<file path="src/sv/assert_macros.svh">
// ---------------------------------------------------------------------------
// Assertion macros
// Concurrent checks clocked on clk and disabled while arst_n is low.
// ---------------------------------------------------------------------------
`ifndef ASSERT_MACROS_SVH
`define ASSERT_MACROS_SVH

`ifndef SYNTHESIS

// Implication in the same cycle
`define HRKE_ASSERT_SAME(label, ante, cons, msg) \
	label: assert property (@(posedge clk) disable iff (!arst_n) (ante) |-> (cons)) \
		else $error(msg);

// Implication in the next cycle
`define HRKE_ASSERT_NEXT(label, ante, cons, msg) \
	label: assert property (@(posedge clk) disable iff (!arst_n) (ante) |=> (cons)) \
		else $error(msg);

`else

`define HRKE_ASSERT_SAME(label, ante, cons, msg)
`define HRKE_ASSERT_NEXT(label, ante, cons, msg)

`endif

`endif

</file>
<file path="src/sv/hrke_pkg.sv">
`timescale 1ns / 1ps
// ---------------------------------------------------------------------------
// hrke_pkg
// Types, codes and constants shared by the key edge event block.
// ---------------------------------------------------------------------------
package hrke_pkg;

	localparam int NUM_MAP_REGS = 6;
	localparam int CFG_IDX_W    = 3;
	localparam int CODE_W       = 16;
	localparam int CFG_DATA_W   = 64;

	// Register indexes on the configuration port
	localparam logic [CFG_IDX_W-1:0] CFG_MAP_LAST  = 3'd5;
	localparam logic [CFG_IDX_W-1:0] CFG_WANTED_ID = 3'd6;

	// Report byte positions that are kept
	localparam int POS_ID  = 0;
	localparam int POS_B9  = 9;
	localparam int POS_B13 = 13;
	localparam int POS_B16 = 16;
	localparam int POS_B17 = 17;
	localparam int POS_B18 = 18;

	localparam logic [7:0] LOW_NIBBLE  = 8'h0f;
	localparam logic [7:0] HIGH_NIBBLE = 8'hf0;
	localparam logic [7:0] RESET_ID    = 8'h03;

	typedef logic [NUM_MAP_REGS-1:0][CFG_DATA_W-1:0] map_regs_t;

	localparam map_regs_t MAP_RESET = {
		64'd54606974423138495, 64'd53481057336164539, 64'd52355140249190583,
		64'd24770171617148995, 64'd18577627639971903, 64'd17451710552997947
	};

	typedef enum logic [1:0] {
		KIND_PRESS   = 2'd0,
		KIND_RELEASE = 2'd1,
		KIND_SYNC    = 2'd2
	} event_kind_t;

	typedef enum logic [1:0] {
		ST_IDLE,
		ST_PACK,
		ST_SCAN,
		ST_SYNC
	} scan_state_t;

	typedef struct packed {
		logic [7:0] id;
		logic [7:0] b9;
		logic [7:0] b13;
		logic [7:0] b16;
		logic [7:0] b17;
		logic [7:0] b18;
	} capture_t;

	typedef struct packed {
		logic       valid;
		logic [7:0] data;
		logic       last;
	} byte_xfer_t;

	// Overlapping OR and shift layout of the key state; caller masks the width
	function automatic logic [31:0] pack_keys(capture_t c);
		logic [31:0] r;
		r = {24'd0, c.b16}
			| ({24'd0, c.b17 & LOW_NIBBLE} << 8)
			| ({24'd0, c.b18} << 10)
			| ({24'd0, c.b9} << 11)
			| ({24'd0, c.b13} << 19)
			| ({24'd0, c.b17 & HIGH_NIBBLE} << 16);
		return r;
	endfunction

endpackage

</file>
<file path="src/sv/hrke_if.sv">
`timescale 1ns / 1ps
// ---------------------------------------------------------------------------
// hrke channel interfaces
// Valid/ready channels for report bytes in and key events out.
// ---------------------------------------------------------------------------
interface hrke_in_if;
	logic       valid;
	logic       ready;
	logic [7:0] report_byte;
	logic       end_of_report;

	modport source (output valid, output report_byte, output end_of_report, input ready);
	modport sink   (input valid, input report_byte, input end_of_report, output ready);
endinterface

interface hrke_out_if;
	logic        valid;
	logic        ready;
	logic [1:0]  event_kind;
	logic [15:0] key_code;
	logic        last_event;

	modport source (output valid, output event_kind, output key_code, output last_event,
		input ready);
	modport sink   (input valid, input event_kind, input key_code, input last_event,
		output ready);
endinterface

</file>
<file path="src/sv/hid_report_key_edge_events.sv">
`timescale 1ns / 1ps
// ---------------------------------------------------------------------------
// hid_report_key_edge_events
// Collects a byte-serial input report and emits key press/release events
// for changed key bits, closed by a sync event.
// ---------------------------------------------------------------------------
//  channel   dir  payload                               transfer when
//  in_ch     in   report_byte, end_of_report            valid && ready
//  out_ch    out  event_kind, key_code, last_event      valid && ready
//  cfg       in   cfg_index, cfg_wr_data                cfg_wr_en
//
//  A report byte without end mark is taken while idle. A final byte takes a
//  packing step, then the scanner steps one bit a cycle up to the highest
//  changed bit and stops once no changed bit is left, then the sync step;
//  a report with another id skips the scan. Output stalls hold the scanner
//  on the current event; in_ch.ready is low from the final byte until the
//  sync event is loaded. Reset state is idle.
// ---------------------------------------------------------------------------
module hid_report_key_edge_events #(
	parameter int KEY_BITS         = 24,
	parameter int MAX_REPORT_BYTES = 64
) (
	input  logic                             clk,
	input  logic                             arst_n,
	input  logic                             cfg_wr_en,
	input  logic [hrke_pkg::CFG_IDX_W-1:0]   cfg_index,
	input  logic [hrke_pkg::CFG_DATA_W-1:0]  cfg_wr_data,
	hrke_in_if.sink                          in_ch,
	hrke_out_if.source                       out_ch
);

	`include "assert_macros.svh"

	hrke_pkg::map_regs_t  map_q;
	logic [7:0]           wanted_id_q;
	hrke_pkg::byte_xfer_t xfer;
	hrke_pkg::capture_t   cap;
	logic                 scan_ready;
	logic                 in_xfer;

	assign in_xfer    = in_ch.valid && scan_ready;
	assign in_ch.ready = scan_ready;

	assign xfer.valid = in_xfer;
	assign xfer.data  = in_ch.report_byte;
	assign xfer.last  = in_ch.end_of_report;

	always_ff @(posedge clk or negedge arst_n) begin
		if (!arst_n) begin
			map_q       <= hrke_pkg::MAP_RESET;
			wanted_id_q <= hrke_pkg::RESET_ID;
		end else if (cfg_wr_en) begin
			if (cfg_index <= hrke_pkg::CFG_MAP_LAST)
				map_q[cfg_index] <= cfg_wr_data;
			else if (cfg_index == hrke_pkg::CFG_WANTED_ID)
				wanted_id_q <= cfg_wr_data[7:0];
		end
	end

	hrke_capture #(
		.MAX_REPORT_BYTES (MAX_REPORT_BYTES)
	) u_capture (
		.clk    (clk),
		.arst_n (arst_n),
		.xfer   (xfer),
		.cap    (cap)
	);

	hrke_scan #(
		.KEY_BITS (KEY_BITS)
	) u_scan (
		.clk       (clk),
		.arst_n    (arst_n),
		.start     (in_xfer && in_ch.end_of_report),
		.cap       (cap),
		.wanted_id (wanted_id_q),
		.map_regs  (map_q),
		.ready     (scan_ready),
		.ev_valid  (out_ch.valid),
		.ev_ready  (out_ch.ready),
		.ev_kind   (out_ch.event_kind),
		.ev_code   (out_ch.key_code),
		.ev_last   (out_ch.last_event)
	);

	// a final byte always leaves the block busy, in the packing state at least
	`HRKE_ASSERT_NEXT(a_busy_after_end, in_xfer && in_ch.end_of_report, !in_ch.ready, "ready after final byte")
	// the closing event is a sync with a zero code
	`HRKE_ASSERT_SAME(a_last_is_sync, out_ch.valid && out_ch.last_event, out_ch.event_kind == hrke_pkg::KIND_SYNC && out_ch.key_code == '0, "last event is not a clean sync")
	// key events never carry the last mark
	`HRKE_ASSERT_SAME(a_key_not_last, out_ch.valid && out_ch.event_kind != hrke_pkg::KIND_SYNC, !out_ch.last_event, "key event marked last")

endmodule

</file>
<file path="src/sv/hrke_capture.sv">
`timescale 1ns / 1ps
// ---------------------------------------------------------------------------
// hrke_capture
// Tracks the byte position in a report and keeps the id and key bytes.
// ---------------------------------------------------------------------------
module hrke_capture #(
	parameter int MAX_REPORT_BYTES = 64
) (
	input  logic                 clk,
	input  logic                 arst_n,
	input  hrke_pkg::byte_xfer_t xfer,
	output hrke_pkg::capture_t   cap
);

	localparam int POS_W = $clog2(MAX_REPORT_BYTES + 1);

	logic [POS_W-1:0]   pos_q;
	hrke_pkg::capture_t cap_q;
	logic               first;
	logic               in_range;

	assign first    = (pos_q == '0);
	assign in_range = (pos_q < POS_W'(MAX_REPORT_BYTES));
	assign cap      = cap_q;

	function automatic logic [7:0] next_slot(logic [7:0] old, logic hit, logic clr,
		logic [7:0] data);
		logic [7:0] r;
		r = old;
		if (hit)
			r = data;
		else if (clr)
			r = '0;
		return r;
	endfunction

	always_ff @(posedge clk or negedge arst_n) begin
		if (!arst_n) begin
			pos_q <= '0;
			cap_q <= '0;
		end else if (xfer.valid) begin
			// first byte of a report wipes the slots, bytes past the limit are dropped
			cap_q.id  <= next_slot(cap_q.id,  in_range && pos_q == POS_W'(hrke_pkg::POS_ID),
				first, xfer.data);
			cap_q.b9  <= next_slot(cap_q.b9,  in_range && pos_q == POS_W'(hrke_pkg::POS_B9),
				first, xfer.data);
			cap_q.b13 <= next_slot(cap_q.b13, in_range && pos_q == POS_W'(hrke_pkg::POS_B13),
				first, xfer.data);
			cap_q.b16 <= next_slot(cap_q.b16, in_range && pos_q == POS_W'(hrke_pkg::POS_B16),
				first, xfer.data);
			cap_q.b17 <= next_slot(cap_q.b17, in_range && pos_q == POS_W'(hrke_pkg::POS_B17),
				first, xfer.data);
			cap_q.b18 <= next_slot(cap_q.b18, in_range && pos_q == POS_W'(hrke_pkg::POS_B18),
				first, xfer.data);
			if (xfer.last)
				pos_q <= '0;
			else if (in_range)
				pos_q <= pos_q + 1'b1;
		end
	end

endmodule

</file>
<file path="src/sv/hrke_scan.sv">
`timescale 1ns / 1ps
// ---------------------------------------------------------------------------
// hrke_scan
// Packs the key state and walks the key bits one per cycle, held while the
// output stalls, with a shifting mask, loading press/release events for changed bits and a closing sync event.
// ---------------------------------------------------------------------------
module hrke_scan #(
	parameter int KEY_BITS = 24
) (
	input  logic                 clk,
	input  logic                 arst_n,
	input  logic                 start,
	input  hrke_pkg::capture_t   cap,
	input  logic [7:0]           wanted_id,
	input  hrke_pkg::map_regs_t  map_regs,
	output logic                 ready,
	output logic                 ev_valid,
	input  logic                 ev_ready,
	output logic [1:0]           ev_kind,
	output logic [15:0]          ev_code,
	output logic                 ev_last
);

	localparam int IDX_W = (KEY_BITS > 1) ? $clog2(KEY_BITS) : 1;

	hrke_pkg::scan_state_t state_q, state_d;

	logic [KEY_BITS-1:0] key_state_q;
	logic [KEY_BITS-1:0] mask_sh_q;
	logic [KEY_BITS-1:0] state_sh_q;
	logic [IDX_W-1:0]    idx_q;
	logic [KEY_BITS-1:0] packed_keys;
	logic [31:0]         packed_full;
	logic [4:0]          bit_ext;
	logic [15:0]         code_sel;
	logic                id_match;
	logic                out_free;
	logic                do_pack;
	logic                do_shift;
	logic                load_ev;
	logic                load_sync;

	logic                  valid_q;
	hrke_pkg::event_kind_t kind_q;
	logic [15:0]           code_q;
	logic                  last_q;

	assign packed_full = hrke_pkg::pack_keys(cap);
	assign packed_keys = packed_full[KEY_BITS-1:0];
	assign id_match    = (cap.id == wanted_id);
	assign out_free    = !valid_q || ev_ready;
	assign bit_ext     = 5'(idx_q);
	assign code_sel    = map_regs[bit_ext[4:2]][{bit_ext[1:0], 4'd0} +: 16];

	always_ff @(posedge clk or negedge arst_n) begin
		if (!arst_n)
			state_q <= hrke_pkg::ST_IDLE;
		else
			state_q <= state_d;
	end

	always_comb begin
		state_d   = state_q;
		ready     = 1'b0;
		do_pack   = 1'b0;
		do_shift  = 1'b0;
		load_ev   = 1'b0;
		load_sync = 1'b0;
		unique case (state_q)
			hrke_pkg::ST_IDLE: begin
				ready = 1'b1;
				if (start)
					state_d = hrke_pkg::ST_PACK;
			end
			hrke_pkg::ST_PACK: begin
				do_pack = 1'b1;
				state_d = id_match ? hrke_pkg::ST_SCAN : hrke_pkg::ST_SYNC;
			end
			hrke_pkg::ST_SCAN: begin
				// stop as soon as no changed bit is left
				if (mask_sh_q == '0)
					state_d = hrke_pkg::ST_SYNC;
				else if (mask_sh_q[0]) begin
					if (out_free) begin
						load_ev  = 1'b1;
						do_shift = 1'b1;
					end
				end else
					do_shift = 1'b1;
			end
			hrke_pkg::ST_SYNC: begin
				if (out_free) begin
					load_sync = 1'b1;
					state_d   = hrke_pkg::ST_IDLE;
				end
			end
			default: state_d = hrke_pkg::ST_IDLE;
		endcase
	end

	always_ff @(posedge clk or negedge arst_n) begin
		if (!arst_n) begin
			key_state_q <= '0;
			mask_sh_q   <= '0;
			state_sh_q  <= '0;
			idx_q       <= '0;
		end else if (do_pack) begin
			idx_q <= '0;
			if (id_match) begin
				key_state_q <= packed_keys;
				mask_sh_q   <= packed_keys ^ key_state_q;
				state_sh_q  <= packed_keys;
			end else
				mask_sh_q <= '0;
		end else if (do_shift) begin
			mask_sh_q  <= mask_sh_q >> 1;
			state_sh_q <= state_sh_q >> 1;
			idx_q      <= idx_q + 1'b1;
		end
	end

	always_ff @(posedge clk or negedge arst_n) begin
		if (!arst_n)
			valid_q <= 1'b0;
		else if (load_ev || load_sync)
			valid_q <= 1'b1;
		else if (ev_ready)
			valid_q <= 1'b0;
	end

	always_ff @(posedge clk) begin
		if (load_ev) begin
			kind_q <= state_sh_q[0] ? hrke_pkg::KIND_PRESS : hrke_pkg::KIND_RELEASE;
			code_q <= code_sel;
			last_q <= 1'b0;
		end else if (load_sync) begin
			kind_q <= hrke_pkg::KIND_SYNC;
			code_q <= '0;
			last_q <= 1'b1;
		end
	end

	assign ev_valid = valid_q;
	assign ev_kind  = kind_q;
	assign ev_code  = code_q;
	assign ev_last  = last_q;

endmodule
</file>
<file path="src/flat_wrapper.sv">
// flat-port wrapper written by rule: the top's interface ports become plain ports
module hid_report_key_edge_events_flat 
#(
	parameter int KEY_BITS         = 24,
	parameter int MAX_REPORT_BYTES = 64
)
  (clk, arst_n, cfg_wr_en, cfg_index, cfg_wr_data, in_ch_valid, in_ch_report_byte, in_ch_end_of_report, in_ch_ready, out_ch_valid, out_ch_event_kind, out_ch_key_code, out_ch_last_event, out_ch_ready);
  hrke_in_if in_ch_i ();
  hrke_out_if out_ch_i ();
  input  logic clk;
  input  logic arst_n;
  input  logic cfg_wr_en;
  input  logic [hrke_pkg::CFG_IDX_W-1:0] cfg_index;
  input  logic [hrke_pkg::CFG_DATA_W-1:0] cfg_wr_data;
  input wire logic [$bits(in_ch_i.valid)-1:0] in_ch_valid;
  input wire logic [$bits(in_ch_i.report_byte)-1:0] in_ch_report_byte;
  input wire logic [$bits(in_ch_i.end_of_report)-1:0] in_ch_end_of_report;
  output wire logic [$bits(in_ch_i.ready)-1:0] in_ch_ready;
  output wire logic [$bits(out_ch_i.valid)-1:0] out_ch_valid;
  output wire logic [$bits(out_ch_i.event_kind)-1:0] out_ch_event_kind;
  output wire logic [$bits(out_ch_i.key_code)-1:0] out_ch_key_code;
  output wire logic [$bits(out_ch_i.last_event)-1:0] out_ch_last_event;
  input wire logic [$bits(out_ch_i.ready)-1:0] out_ch_ready;
  assign in_ch_i.valid = in_ch_valid;
  assign in_ch_i.report_byte = in_ch_report_byte;
  assign in_ch_i.end_of_report = in_ch_end_of_report;
  assign in_ch_ready = in_ch_i.ready;
  assign out_ch_valid = out_ch_i.valid;
  assign out_ch_event_kind = out_ch_i.event_kind;
  assign out_ch_key_code = out_ch_i.key_code;
  assign out_ch_last_event = out_ch_i.last_event;
  assign out_ch_i.ready = out_ch_ready;
  hid_report_key_edge_events #(.KEY_BITS(KEY_BITS), .MAX_REPORT_BYTES(MAX_REPORT_BYTES)) u_core (.clk(clk), .arst_n(arst_n), .cfg_wr_en(cfg_wr_en), .cfg_index(cfg_index), .cfg_wr_data(cfg_wr_data), .in_ch(in_ch_i), .out_ch(out_ch_i));
endmodule
</file>
<file path="config.mk">
export PLATFORM = sky130hd
export DESIGN_NAME = hid_report_key_edge_events_flat
export DESIGN_NICKNAME = d
export VERILOG_FILES = /design/src/sv/hrke_pkg.sv /design/src/sv/hrke_if.sv /design/src/sv/hid_report_key_edge_events.sv /design/src/sv/hrke_capture.sv /design/src/sv/hrke_scan.sv /design/src/flat_wrapper.sv
export VERILOG_INCLUDE_DIRS = /design/src /design/src/sv
export SDC_FILE = /design/constraint.sdc
export NUM_CORES = 1
export LEC_CHECK = 0
export BUFFER_PORTS_ARGS = -buffer_cell sky130_fd_sc_hd__buf_2
export CAP_MARGIN = 20
export CORE_UTILIZATION = 40
export CTS_BUF_LIST = sky130_fd_sc_hd__clkbuf_8
export DETAILED_ROUTE_END_ITERATION = 8
export GPL_ROUTABILITY_DRIVEN = 1
export HOLD_SLACK_MARGIN = 0.03
export PLACE_DENSITY_LB_ADDON = 0.12
export SYNTH_ARGS = -nofsm -noshare
export SYNTH_HDL_FRONTEND = slang
export SYNTH_SLANG_ARGS = --single-unit
</file>
<file path="constraint.sdc">
create_clock -name clk -period 2.85 [get_ports clk]
set_input_delay 0.855 -clock clk [delete_from_list [all_inputs] [get_ports clk]]
set_output_delay 0.855 -clock clk [all_outputs]
set_load 0.02 [all_outputs]
</file>
==> reports/results.tsv <==
metric	value	unit
drive_gt1_share	50.3	%
fmax	372	MHz
initial_core_util	40.5	%
cts_resized	0	
dp_hpwl	39200	um
grt_max_degree	65	
rows	90	
ys_async_sr_fraction	96.5	%
ys.flop_type	dfrtp_1	
start_kind	flip-flop	
crit_buf_inv	3	
fin_skew	0.0278	ns
worstPathMaxFanout	5	
cp_cell_sequence	inv_1 -> ha_1 -> buf_4 -> buf_2	
path_delay_family	buffers and inverters	
cpMaxStageDelayCell	dfrtp_1	
peakVddDrop	0.342	mV
p_int	15.7	mW
ant_nets	0	
drt-total-wl	61200	um
cts_tree	built	
nets	1895	
seq_area	13800	um2
hold_viol_final	0	
dieHeight	249	um
ys_types	55	
pwr-share-comb	17.6	%
timing.final.ws_setup	0.159	ns
via_count	14500	
avgSynthCellArea	14.9	um2
clockBufferDepth	3	
globalplace.congestion	0.750	
worst_pin_slew	0.659	ns
drt-initial-drc-count	645	
core_area	60400	um2
numClockSinks	543	
multi_input_area	10200	um2
num_io_pins	102	
ys_ff_latch	543	
power_density	758	nW/um2
power.switching	5.81	mW
wl_met1	28200	um
cpPeakStageDelay	0.40	ns
crit_type	flip-flop to primary output	
cts_setup_buffers	0	
period_minus_slack	2.69	ns
timing.slew.headroom	56.1	%
top_layer	met5	
cts_hold_buf	0	
required	2.00	ns
grt_antenna_before_repair	12	
drc	0	
wl_per_cell	22.9	um
dieWidth	249	um
period_share	94.4	%
wl_met2	29500	um
cts_made_buffers	96	
grt_remaining_overflow	0	
synth_nets	1736	
firstDrtPassIters	4	
synth_area	24500	um2
io_buffers	101	
syn2layout_area_growth	16.1	%
crit_arrival	1.84	ns
layout_common_cells	dfrtp_1, mux2_2, clkbuf_8	
grt_pass1_wl	95600	um
drv_cap	0	
netlist_instances	1645	
vias_per_cell	5.43	
p_leak	11.8	nW
fin_setup_tns	0	ns
drv_slew	0	
path_clk_slew	0.06	ns
grt_pass1_vias	15400	
hp-class	input pin to async pin	
dieArea	62100	um2
dp_slack	0.337	ns
final_common_cell	dfrtp_1	
grtUsageTotal	20.3	%
worstSkewPairLatency	0.67	ns
dr_wl_met3	2160	um
pwr-share-seq	47.8	%
fillers	5410	
htreeDepth	3	
clkPwrFrac	34.6	%
yosysWarnings	0	
rsz0062_at_grt	false	
swShare	27.0	%
end_kind	primary output	
clockRootBuffer	clkbuf_8	
final-setup-viol-count	0	
synth_edf_count	18	
status	completed	
yosysSeqAreaShare	56.4	%
-- power by group through the flow --
stage / Combinational (mW) / Sequential [mW] / Clock (mW)
floorplan: 2.61 / 10.2 / 0
global placement: 3.74 / 10.3 / 0
detailed placement: 3.84 / 10.4 / 0
CTS: 3.86 / 10.3 / 7.67
global route: 4.13 / 10.5 / 8.01
finish: 3.78 / 10.3 / 7.44
-- cells in the mapped netlist, types with 7 or more instances --
library cell / n / share of area, %
mux2_2: 415 / 19
a31oi_1: 8 / 0.20
clkbuf_1: 62 / 0.95
mux2i_1: 56 / 2.3
mux2_4: 19 / 1.2
a21oi_1: 32 / 0.65
o22ai_1: 37 / 0.95
o21ai_0: 34 / 0.70
buf_1: 8 / 0.12
a22o_1: 18 / 0.64
nor2b_1: 12 / 0.31
mux4_2: 90 / 8.3
ha_1: 10 / 0.51
nand4_1: 7 / 0.18
buf_4: 8 / 0.25
mux2_1: 33 / 1.5
dfrtp_1: 421 / 43
xnor2_1: 14 / 0.50
nor2_1: 54 / 0.83
dfstp_2: 103 / 11
edfxtp_1: 18 / 2.2
inv_1: 9 / 0.14
buf_2: 25 / 0.51
xor2_1: 21 / 0.75
nand2_1: 68 / 1.0
-- area by class of cell --
type,count,area share [%]
tap,782,3.45
timing repair buffer,167,4.79
clock inverter,66,1.50
sequential,543,48.7
antenna,1,0.00881
multi-input combinational,987,35.9
clock buffer,116,5.62
inverter,9,0.119
-- worst reg2reg max path: cells and delay by family, from the launching register on --
family | cells | cell delay (ns)
AOI/OAI and AO/OA | 2 | 0.50
adders and majority gates | 1 | 0.32
muxes | 1 | 0.28
buffers and inverters | 3 | 0.73
DFF | 1 | 0.40
-- flip-flops by register name, summed over array words and instances (netlist names) --
signal,flops
u_core.u_scan.key_state_q,24
u_core.u_scan.ev_code,16
u_core.u_scan.ev_valid,1
u_core.u_scan.bit_ext,5
u_core.u_scan.state_sh_q,24
u_core.wanted_id_q,8
u_core.u_scan.mask_sh_q,24
u_core.u_scan.state_q,2
u_core.u_scan.ev_kind,2
u_core.u_scan.ev_last,1
u_core.map_q,384
u_core.u_capture.cap,45
u_core.u_capture.pos_q,7
-- cells by family after synthesis --
group	after synthesis	share of synthesized area, %
AOI/OAI and AO/OA	150	3.87
xor gates and xnor gates	35	1.25
adders and majority gates	10	0.512
buffers and inverters	115	2.11
DFF	543	56.4
muxes	613	32.4
and+or+nand+nor	179	3.46
-- layer usage --
metal	vias up	track usage, %
met5	-	0
met4	10	5.11
met3	118	4.17
met2	230	33.0
met1	7715	27.6
li1	6423	-
-- metrics by stage --
step	area (um2)	hold slack [ns]	util [%]	power (mW)	cells
after floorplan	24500	0.452	-	12.8	1645
final	28400	0.120	47.0	21.5	2671
after detailed placement	26400	0.474	43.7	14.2	2488
after global placement	26400	0.466	43.7	14.1	2488
after global routing	28400	0.110	47.0	22.6	2671
after CTS	28400	0.0872	47.0	21.8	2670
-- path summary, 6_finish.rpt --
check	from	end	slack (ns)	cells past startpoint
setup / recovery	u_core.u_scan.state_q[0]$_DFFE_PN0P_	in_ch_ready	0.16	4
max in group asynchronous	arst_n	u_core.map_q[275]$_DFFE_PN1P_	1.80	3
min in group clk	cfg_wr_data[37]	u_core.map_q[293]$_DFFE_PN1P_	0.48	2
setup reg to reg	u_core.u_scan.state_q[0]$_DFFE_PN0P_	u_core.u_scan.mask_sh_q[2]$_DFFE_PN0P_	0.46	7
hold / removal	arst_n	u_core.u_scan.state_sh_q[8]$_DFFE_PN0P_	0.12	1
hold reg to reg	u_core.map_q[269]$_DFFE_PN0P_	u_core.map_q[269]$_DFFE_PN0P_	0.49	1
Power figures use the tool's default switching activity.
